`src/rtl/tmma_pkg.sv`:
```
// Shared types and codes for the tile multiply-accumulate block.
`default_nettype none
package tmma_pkg;

  localparam logic [2:0] MODE_LOAD_A = 3'd0;
  localparam logic [2:0] MODE_LOAD_B = 3'd1;
  localparam logic [2:0] MODE_LOAD_R = 3'd2;
  localparam logic [2:0] MODE_MAC    = 3'd3;
  localparam logic [2:0] MODE_READ   = 3'd4;

  localparam int CMDQ_DEPTH = 2;
  localparam int OUTQ_DEPTH = 2;

  typedef enum logic [2:0] {
    OP_LOAD_A,
    OP_LOAD_B,
    OP_LOAD_R,
    OP_MAC,
    OP_READ
  } op_t;

  typedef struct packed {
    op_t                op;
    logic [3:0]         row;
    logic [3:0]         col;
    logic               in_grid;
    logic signed [31:0] ab_value;
    logic signed [63:0] acc_value;
  } cmd_t;

endpackage
`default_nettype wire

```
`src/rtl/tmma_out_queue.sv`:
```
// Result queue between the back end and the result channel.
`default_nettype none
module tmma_out_queue (
  input  wire logic               clk,
  input  wire logic               rst_n,
  input  wire logic               wr_en,
  input  wire logic signed [63:0] wr_data,
  output logic                    empty,
  input  wire logic               pop,
  output logic signed [63:0]      rd_data,
  output logic [1:0]              cnt
);
  import tmma_pkg::*;

  logic signed [63:0] q_r [OUTQ_DEPTH];
  logic               wr_ptr_r;
  logic               rd_ptr_r;
  logic [1:0]         cnt_r;
  logic               take;

  assign empty   = (cnt_r == 2'd0);
  assign take    = pop && !empty;
  assign rd_data = q_r[rd_ptr_r];
  assign cnt     = cnt_r;

  always_ff @(posedge clk) begin
    if (wr_en) begin
      q_r[wr_ptr_r] <= wr_data;
    end
  end

  always_ff @(posedge clk) begin
    if (!rst_n) begin
      wr_ptr_r <= 1'b0;
      rd_ptr_r <= 1'b0;
      cnt_r    <= 2'd0;
    end else begin
      if (wr_en) begin
        wr_ptr_r <= !wr_ptr_r;
      end
      if (take) begin
        rd_ptr_r <= !rd_ptr_r;
      end
      cnt_r <= cnt_r + 2'(wr_en) - 2'(take);
    end
  end

endmodule
`default_nettype wire

```
`config.mk`:
```
export PLATFORM = sky130hd
export DESIGN_NAME = tmma_out_queue
export DESIGN_NICKNAME = d
export VERILOG_FILES = /design/src/rtl/tmma_pkg.sv /design/src/rtl/tmma_out_queue.sv
export SDC_FILE = /design/constraint.sdc
export NUM_CORES = 1
export LEC_CHECK = 0
export BUFFER_PORTS_ARGS = -buffer_cell sky130_fd_sc_hd__clkbuf_2
export CAP_MARGIN = 10
export CORE_MARGIN = 5
export CORE_UTILIZATION = 52
export DETAILED_ROUTE_END_ITERATION = 10
export PLACE_DENSITY = 0.79
export SETUP_SLACK_MARGIN = 0.1
export SYNTH_ARGS = -nofsm -noshare
export SYNTH_HDL_FRONTEND = slang
export SYNTH_SLANG_ARGS = --single-unit
```
`constraint.sdc`:
```
create_clock -name clk -period 5.5 [get_ports clk]
set_clock_uncertainty 0.1 [all_clocks]
set_input_delay 0.275 -clock clk [delete_from_list [all_inputs] [get_ports clk]]
set_output_delay 0.275 -clock clk [all_outputs]
set_load 0.02 [all_outputs]
```
==> reports/metrics.yaml, run 1 <==
run_status:
  status: "complete, no violations"
sta:
  finalCritPeriodShare: 0.5102
  slew_headroom: 0.4315
  fin_crit_ns: 2.806
  slew_viol_final: 0
  finalSetupTns_ns: 0
  rsz0062_at_grt: "false"
  finalHoldViolCount: 0
  setup_violations: 0
  tightest_slew_ns: 0.8527
  fmax_mhz: 356.4
clock_tree:
  clk_latency_ns: 0.50
  clk_pin_slew_ns: 0.06
  cts_buffers: 17
  cts_sinks: 133
  clk_path_buf_depth: 2
  post_cts_resized: 0
  h-tree-depth: 4
  root_buffer: "clkbuf_8"
  cts_tree: "yes"
power_and_ir_drop:
  leakagePower_uw: 0.002853
  ir_drop_v: 0.0002540
  power-per-cell-area_mw_per_mm2: 403.2
synth:
  yosysMostFrequentCell: "edfxtp_1"
  synth_edf_count: 128
  synth.ff_latch_count: 133
  yosys_most_used_dff: "edfxtp_1"
  synthTopCellsByArea: "edfxtp_1 (75%), mux2_4 (17%), buf_12 (2.3%), dfxtp_1 (1.9%), mux2_2 (0.87%)"
  syn_nets: 291
  avgSynthCellArea_sq_um: 23.33
  syn_inst: 221
  ys_async_sr_fraction: 0
  synth_top_area_share: 0.7455
  synth_area_sq_mm: 0.005156
  synth-seq-area-share: 0.7649
  yosysTopAreaCell: "edfxtp_1"
  synthDistinctLibCells: 16
  synth_common_cells: "edfxtp_1 (128), mux2_4 (60), buf_12 (6)"
  ys_warn_count: 0
worst_setup_path:
  endpoint_kind: "output port"
  startpoint_type: "register"
  required_ns: 5.12
  cp_max_fo: 38
  worstPathCellList: "buf_4 > mux2_2 > clkbuf_2"
  cp.arrival_ns: 2.43
  criticalPathCategory: "register to output port"
  crit_slowest_cell: "dfxtp_4"
  cpPeakStageDelay_ns: 0.68
floorplan:
  die_area_sq_mm: 0.01201
  dieHeight_um: 109.6
  core_sq_mm: 0.009729
  start_util: 0.5300
  rows: 36
  die_w_um: 109.6
  io_pins: 135
global_routing:
  use_met1: 0.1749
  grt_start_max_net_pins: 66
  grt_use_met2: 0.2781
  top_usage_layer: "met2"
  grt_pass1_vias: 2979
  antenna_found_initial: 0
  grt_pass1_wl_um: 13990
  grt_use_total: 0.1594
  met3_usage: 0.05402
  grt-ovfl-total: 0
route:
  dr.pass1.iters: 4
  wl_um: 9247
  route.detailed.drc: 0
  drt_iter0_drc: 109
  num_vias: 2728
  viasPerCell: 4.695
  post_drt_wl_per_cell_um: 15.92
  ant_nets: 0
cells_and_area:
  drive_above_1_share: 0.5067
  seqCellArea_sq_mm: 0.003948
  layout.nets: 505
  diodes: 0
  syn_to_final_growth_pct: 36.96
  design_area_sq_mm: 0.007062
  fillCellCount: 608
  fin_util: 0.7258
  multi_input_comb_area_sq_mm: 0.001082
placed_design:
  hpwl_um: 5555
  placed_area_sq_mm: 0.005897
  port_buffers: 134
  globalplace.congestion: 0.6523
hold_path:
  holdCritPathClass: "input pin to register"
flow_run:
  cap_violations: 0
flip-flops by register name, indices dropped and copies added, names as in the netlist, named ones only:
register	count
q_r	128
cnt	2
rd_ptr_r	1
wr_ptr_r	1
cell usage in the layout (no fill, tap or decap), types with 2 or more instances in the layout:
cell type      instances
clkbuf_2             134
edfxtp_1             128
dlygate4sd3_1         65
mux2_4                60
clkbuf_16             16
clkbuf_1               8
mux2_2                 4
dfxtp_1                4
clkinv_2               3
buf_4                  3
o21a_1                 2
inv_1                  2
mux2i_1                2
nor2b_1                2
ha_1                   2
clkbuf_8               2
stage by stage:
| step | hold slack [ns] | power, uW | std cells | setup slack, ns |
|---|---|---|---|---|
| after detailed placement | 0.3678 | 1870 | 484 | 3.202 |
| after floorplan | 0.2739 | 1746 | 221 | 1.732 |
| final | 0.05206 | 2847 | 581 | 2.694 |
| after CTS | 0.01708 | 2877 | 581 | 2.640 |
| after global placement | 0.3493 | 1856 | 484 | 3.210 |
| after global routing | 0.06194 | 2968 | 581 | 2.563 |
power by group:
group | internal, uW | switching (uW)
registers | 1180 | 53.0
logic | 325 | 322
clock network | 606 | 359
total | 2110 | 734
critical path, delay by kind of cell, from the launching register on:
kind	cells	cell delay, ns
flops	1	0.68
mux	1	0.41
buf+inv	2	0.80
logic make-up after synthesis:
logic type,share of synthesized area
flip-flops,0.7649
multiplexers,0.1873
buffers and inverters,0.02694
AND/OR/NAND/NOR,0.008735
AO/OA/AOI/OAI,0.002911
adder cells (fa/ha/maj),0.004852
XOR/XNOR,0.004368
layer usage:
layer / vias up / share of wire
li1: 1301 / -
met1: 1310 / 0.39
met2: 101 / 0.52
met3: 16 / 0.073
met4: 0 / 0.016
met5: - / 0
final timing paths:
check                start    endpoint  slack [ns]  cells past startpoint
hold reg to reg   rd_ptr_r    register        0.38                      2
setup reg to reg  wr_ptr_r  q_r[1][42]        3.79                      2
hold / removal       wr_en    wr_ptr_r        0.05                      3
setup / recovery  register  rd_data[1]        2.69                      3
area by class of cell:
type / instances / share of cell area
clock buffers: 26 / 0.06485
clock inverters: 6 / 0.007973
repair buffers: 202 / 0.1903
flip-flops and latches: 133 / 0.5590
multi-input cells: 79 / 0.1533
well taps: 133 / 0.02356
inverters: 2 / 0.001063
timing repair:
item / in CTS / in global routing
hold buffers: 65 / 0
endpoints found under the hold margin: 133 / 0
setup buffers: 0 / 0
(Power assumes the default switching activity.)
==> run 2: changes to the inputs <==
Settings changed: CORE_UTILIZATION 52 to 47, PLACE_DENSITY 0.79 to 0.75.
Clock period 5.5 ns to 2.4 ns, I/O delays scaled along.
==> reports/metrics.yaml, run 2 (same netlist as run 1, synthesis figures left out) <==
clock_tree:
  h-tree-depth: 4  # unchanged
  post_cts_buffers: 0  # unchanged
  cts_buffers: 17  # unchanged
  clk_pin_slew_ns: 0.06  # about the same
  clk_path_buf_depth: 2  # unchanged
  clk_latency_ns: 0.51  # was 0.50 ns
  cts_tree: "yes"  # unchanged
  cts_sinks: 133  # unchanged
  root_buffer: "clkbuf_8"  # unchanged
cells_and_area:
  layout.nets: 510  # was 505
  final_common_cell: "clkbuf_2"  # unchanged
  diodes: 0  # unchanged
  largest_reg_flops: 128  # unchanged
  max_flop_register: "q_r"  # unchanged
  drive_above_1_share: 0.5232  # was 0.5067
  final_cell_mix: "clkbuf_2 (134), edfxtp_1 (128), dlygate4sd3_1 (68)"  # was clkbuf_2 (134), edfxtp_1 (128), dlygate4sd3_1 (65)
  syn_to_final_growth_pct: 39.94  # was 36.96%
worst_setup_path:
  worstReg2RegStart: "wr_ptr_r"  # unchanged
  criticalPathCategory: "register to output port"  # unchanged
  ff2ff_path_depth: 4  # was 2
  endpoint_kind: "output port"  # unchanged
  cp.arrival_ns: 1.92  # was 2.43 ns
  required_ns: 2.18  # was 5.12 ns
  r2r-end: "wr_ptr_r"  # was q_r[1][42]
  reg2reg_slack_ns: 0.50  # was 3.79 ns
  startpoint_type: "register"  # unchanged
  cp_max_fo: 31  # was 38
global_routing:
  grt_pass1_vias: 3050  # was 2979
  antenna_found_initial: 0  # unchanged
  grt_pass1_wl_um: 15320  # was 13990 um
  grt_start_max_net_pins: 48  # was 66
  grt-ovfl-total: 0  # unchanged
  grt_use_total: 0.1582  # was 0.1594
floorplan:
  dieHeight_um: 114.7  # was 109.6 um
  die_w_um: 114.7  # was 109.6 um
  start_util: 0.4777  # was 0.5300
  core_sq_mm: 0.01079  # was 0.009729 sq mm
  rows: 38  # was 36
  die_area_sq_mm: 0.01317  # was 0.01201 sq mm
  io_pins: 135  # unchanged
route:
  route.detailed.drc: 0  # unchanged
  viasPerCell: 4.688  # was 4.695
  drt_iter0_drc: 116  # was 109
  wl_um: 9653  # was 9247 um
  ant_nets: 0  # unchanged
  post_drt_wl_per_cell_um: 16.28  # was 15.92 um
  dr.pass1.iters: 4  # unchanged
  num_vias: 2780  # was 2728
sta:
  fin_ws_ns: 0.2629  # was 2.694 ns
  finalCritPeriodShare: 0.8905
  slew_viol_final: 0  # unchanged
  finalHoldViolCount: 0  # unchanged
  fin_crit_ns: 2.137
  rsz0062_at_grt: "false"  # unchanged
  whs_ns: 0.2430  # was 0.05206 ns
  fmax_mhz: 467.9
  slew_headroom: 0.5759  # was 0.4315
  tightest_slew_ns: 0.6361  # was 0.8527 ns
  finalSetupTns_ns: 0  # unchanged
  setup_violations: 0  # unchanged
power_and_ir_drop:
  power_switching_uw: 1774  # was 734.5 uW
  leakagePower_uw: 0.002910  # was 0.002853 uW
  comb_power_share: 0.226  # was 0.227
  p_int_uw: 5036  # was 2113 uW
  ir_drop_v: 0.0007199  # was 0.0002540 V
  switching_share: 0.2604  # was 0.2580
  pwr-share-clk: 0.362  # was 0.339
  p_total_uw: 6810  # was 2847 uW
  power-per-cell-area_mw_per_mm2: 943.7  # was 403.2 mW/mm^2
  seq_power_share: 0.412  # was 0.434
flow_run:
  cap_violations: 0  # unchanged
placed_design:
  globalplace.congestion: 0.7173  # was 0.6523
  place_ws_ns: 0.7350  # was 3.202 ns
  port_buffers: 134  # unchanged
  hpwl_um: 6198  # was 5555 um
hold_path:
  worstHoldPathCells: 2  # was 3
  holdCritPathClass: "input pin to register"  # unchanged
  hp-start: "wr_data[4]"  # was wr_en
  hold_end: "q_r[1][4]"  # was wr_ptr_r
run_status:
  status: "complete, no violations"  # unchanged
## run 2: critical path, stage by stage (launching register included)
cell	delay, ns
dfxtp_4	0.57
buf_12	0.30
mux2_2	0.37
clkbuf_2	0.15
## run 2: worst max path at each step
stage                   from     endpoint  slack, ns  cells after the start
floorplan           wr_ptr_r    q_r[0][0]       0.59                      1
global placement    register   rd_data[4]       0.75                      3
detailed placement  register   rd_data[8]       0.73                      3
CTS                 register   rd_data[8]       0.16                      3
global route        register  rd_data[63]       0.16                      3
finish              register  rd_data[63]       0.26                      3
## run 2: what timing repair did
action | CTS | global route
hold buffers | 68 | 0
endpoints found under the hold margin | 133 | 0
resized for setup | 0 | 1
endpoints found under the setup margin | 0 | 1
## run 2: layer usage
metal,vias up,global-route usage,part of all wire
li1,1315,-,-
met2,88,0.2809,0.53
met5,-,0,0
met1,1363,0.1764,0.39
met3,14,0.05000,0.057
met4,0,0.06495,0.018
## run 2: power by group through the flow
stage	Combinational (uW)	Sequential, uW	Clock, uW
floorplan	1190	2810	0
global placement	1440	2840	0
detailed placement	1460	2850	0
CTS	1560	2810	2530
global route	1640	2820	2650
finish	1540	2810	2470
## run 2: metrics by stage
step / area (sq um) / utilization / cells
floorplan: 5165 / - / 221
global placement: 5947 / 0.5510 / 493
detailed placement: 5947 / 0.5510 / 493
CTS: 7212 / 0.6682 / 593
global route: 7216 / 0.6686 / 593
finish: 7216 / 0.6686 / 593
## run 2: layout make-up
class | instances | area (sq um)
clock buffer | 21 | 459.2
sequential | 133 | 3948
tap | 140 | 175.2
timing repair buffer | 207 | 1418
inverter | 2 | 7.507
fill | 731 | 3577
multi-input combinational | 79 | 1084
clock inverter | 11 | 125.1
==> run 3: changes to the inputs <==
--- a/constraint.sdc
+++ b/constraint.sdc
@@ -4,2 +4,2 @@
 set_output_delay 0.12 -clock clk [all_outputs]
-set_load 0.02 [all_outputs]
+set_load 0.01 [all_outputs]
==> reports/metrics.yaml, run 3 (same netlist as run 1, synthesis figures left out) <==
placed_design:
  globalplace.congestion: 0.6888  # was 0.7173
  port_buffers: 134  # unchanged
  hpwl_um: 6101  # was 6198 um
  place_ws_ns: 0.7989  # was 0.7350 ns
cells_and_area:
  syn_to_final_growth_pct: 40.67  # was 39.94%
  final_common_cell: "clkbuf_2"  # unchanged
  fillCellCount: 728  # was 731
  final_cell_mix: "clkbuf_2 (134), edfxtp_1 (128), dlygate4sd3_1 (68)"  # unchanged
  layout.nets: 512  # was 510
  max_flop_register: "q_r"  # unchanged
  drive_above_1_share: 0.5154  # was 0.5232
  largest_reg_flops: 128  # unchanged
route:
  viasPerCell: 4.608  # was 4.688
  post_drt_wl_per_cell_um: 16.53  # was 16.28 um
  wl_um: 9833  # was 9653 um
  num_vias: 2742  # was 2780
  drt_iter0_drc: 95  # was 116
  dr.pass1.iters: 4  # unchanged
  ant_nets: 0  # unchanged
  route.detailed.drc: 0  # unchanged
run_status:
  status: "complete, no violations"  # unchanged
worst_setup_path:
  crit_top_cell: "ha_1"
  worstReg2RegStart: "cnt[1]"  # was wr_ptr_r
  reg2reg_slack_ns: 0.27  # was 0.50 ns
  endpoint_kind: "register"  # was output port
  cp.arrival_ns: 2.41  # was 1.92 ns
  criticalPathCategory: "register to register"  # was register to output port
  cpPeakStageDelay_ns: 0.55  # was 0.57 ns
  required_ns: 2.68  # was 2.18 ns
  critPathBufInv: 2  # unchanged
  ff2ff_path_depth: 6  # was 4
  path_delay_family: "buffers and inverters"  # was flip-flops
  crit_slowest_cell: "dlygate4sd3_1"  # was dfxtp_4
  r2r-end: "cnt[0]"  # was wr_ptr_r
  worstPathCellList: "o21a_1 > ha_1 > inv_1 > ha_1 > and2_1 > dlygate4sd3_1"  # was buf_12 > mux2_2 > clkbuf_2
  startpoint_type: "register"  # unchanged
  cp_max_fo: 4  # was 31
power_and_ir_drop:
  ir_drop_v: 0.0006249  # was 0.0007199 V
  leakagePower_uw: 0.002937  # was 0.002910 uW
  power-per-cell-area_mw_per_mm2: 938.2  # was 943.7 mW/mm^2
clock_tree:
  clk_pin_slew_ns: 0.06  # about the same
  cts_sinks: 133  # unchanged
  clk_latency_ns: 0.50  # was 0.51 ns
  clk_path_buf_depth: 2  # unchanged
  h-tree-depth: 4  # unchanged
  root_buffer: "clkbuf_8"  # unchanged
  post_cts_resized: 0  # unchanged
  cts_buffers: 17  # unchanged
  cts_tree: "yes"  # unchanged
floorplan:
  rows: 38  # unchanged
  start_util: 0.4777  # unchanged
  die_w_um: 114.7  # unchanged
  die_area_sq_mm: 0.01317  # unchanged
  io_pins: 135  # unchanged
  dieHeight_um: 114.7  # unchanged
  core_sq_mm: 0.01079  # unchanged
global_routing:
  grt_pass1_vias: 3196  # was 3050
  antenna_found_initial: 1  # was 0
  grt_use_total: 0.1598  # was 0.1582
  grt-ovfl-total: 0  # unchanged
  grt_pass1_wl_um: 15510  # was 15320 um
  grt_start_max_net_pins: 48  # unchanged
hold_path:
  worstHoldPathCells: 2  # unchanged
  hp-start: "wr_data[18]"  # was wr_data[4]
  holdCritPathClass: "input pin to register"  # unchanged
  hold_end: "q_r[1][18]"  # was q_r[1][4]
sta:
  finalHoldViolCount: 0  # unchanged
  fmax_mhz: 470.4  # was 467.9 MHz
  fin_ws_ns: 0.2744  # was 0.2629 ns
  finalSetupTns_ns: 0  # unchanged
  tightest_slew_ns: 0.6334  # was 0.6361 ns
  rsz0062_at_grt: "false"  # unchanged
  setup_violations: 0  # unchanged
  slew_viol_final: 0  # unchanged
  slew_headroom: 0.5777  # was 0.5759
  finalCritPeriodShare: 0.8857  # was 0.8905
  fin_crit_ns: 2.126  # was 2.137 ns
flow_run:
  cap_violations: 0  # unchanged
## run 3: cell types whose count changed in the layout (fill, tap and decap cells not counted), sizes merged
cell	delta
inv	-2
buf	+2
clkinv	+2
clkinvlp	-3
diode	+1
bufinv	+3
clkbuf	-1
## run 3: how the worst max path moves through the flow
stage	cells past startpoint	from	slack, ns	endpoint
finish	6	cnt[1]	0.27	cnt[0]
global route	6	cnt[1]	0.20	cnt[0]
CTS	3	register	0.27	rd_data[44]
detailed placement	2	wr_ptr_r	0.80	q_r[1][56]
global placement	2	wr_ptr_r	0.83	q_r[1][60]
floorplan	1	wr_ptr_r	0.59	q_r[0][0]
## run 3: layout make-up
| cell class | instances | area [sq um] | area share |
|---|---|---|---|
| diodes | 1 | 2.502 | 0.0003450 |
| clock inverters | 11 | 182.7 | 0.02519 |
| flip-flops and latches | 133 | 3948 | 0.5442 |
| repair buffers | 209 | 1429 | 0.1970 |
| clock buffers | 20 | 425.4 | 0.05865 |
| well taps | 140 | 175.2 | 0.02415 |
| multi-input cells | 79 | 1084 | 0.1494 |
| inverters | 2 | 7.507 | 0.001035 |
## run 3: repair_timing
| item | CTS | global route |
|---|---|---|
| endpoints found under the hold margin | 133 | 0 |
| buffers inserted | 0 | 0 |
| hold buffers | 68 | 0 |
## run 3: routing by layer
layer  vias up  track usage  wire (um)
li1       1318            -          -
met1      1310       0.1647       3613
met2        97       0.2934       5406
met3        17      0.05053        610
met4         0      0.07590        202
met5         -            0          0
## run 3: power breakdown
part           leakage [uW]  total, uW  switching [uW]  internal [uW]
Sequential          0.00124       2810             102           2710
Clock              0.000290       2630             857           1770
Combinational       0.00140       1370             585            782
Total               0.00294       6800            1540           5260
## run 3: metrics by stage
step,cell area (sq um),util,hold WS [ns],total power (uW),cells
final,7253,0.6720,0.2462,6805,595
after global routing,7253,0.6720,0.2204,7114,595
after CTS,7251,0.6718,0.2117,6883,594
after detailed placement,5962,0.5524,0.2126,4135,495
after global placement,5962,0.5524,0.2097,4095,495
after floorplan,5165,-,0.1189,3790,221
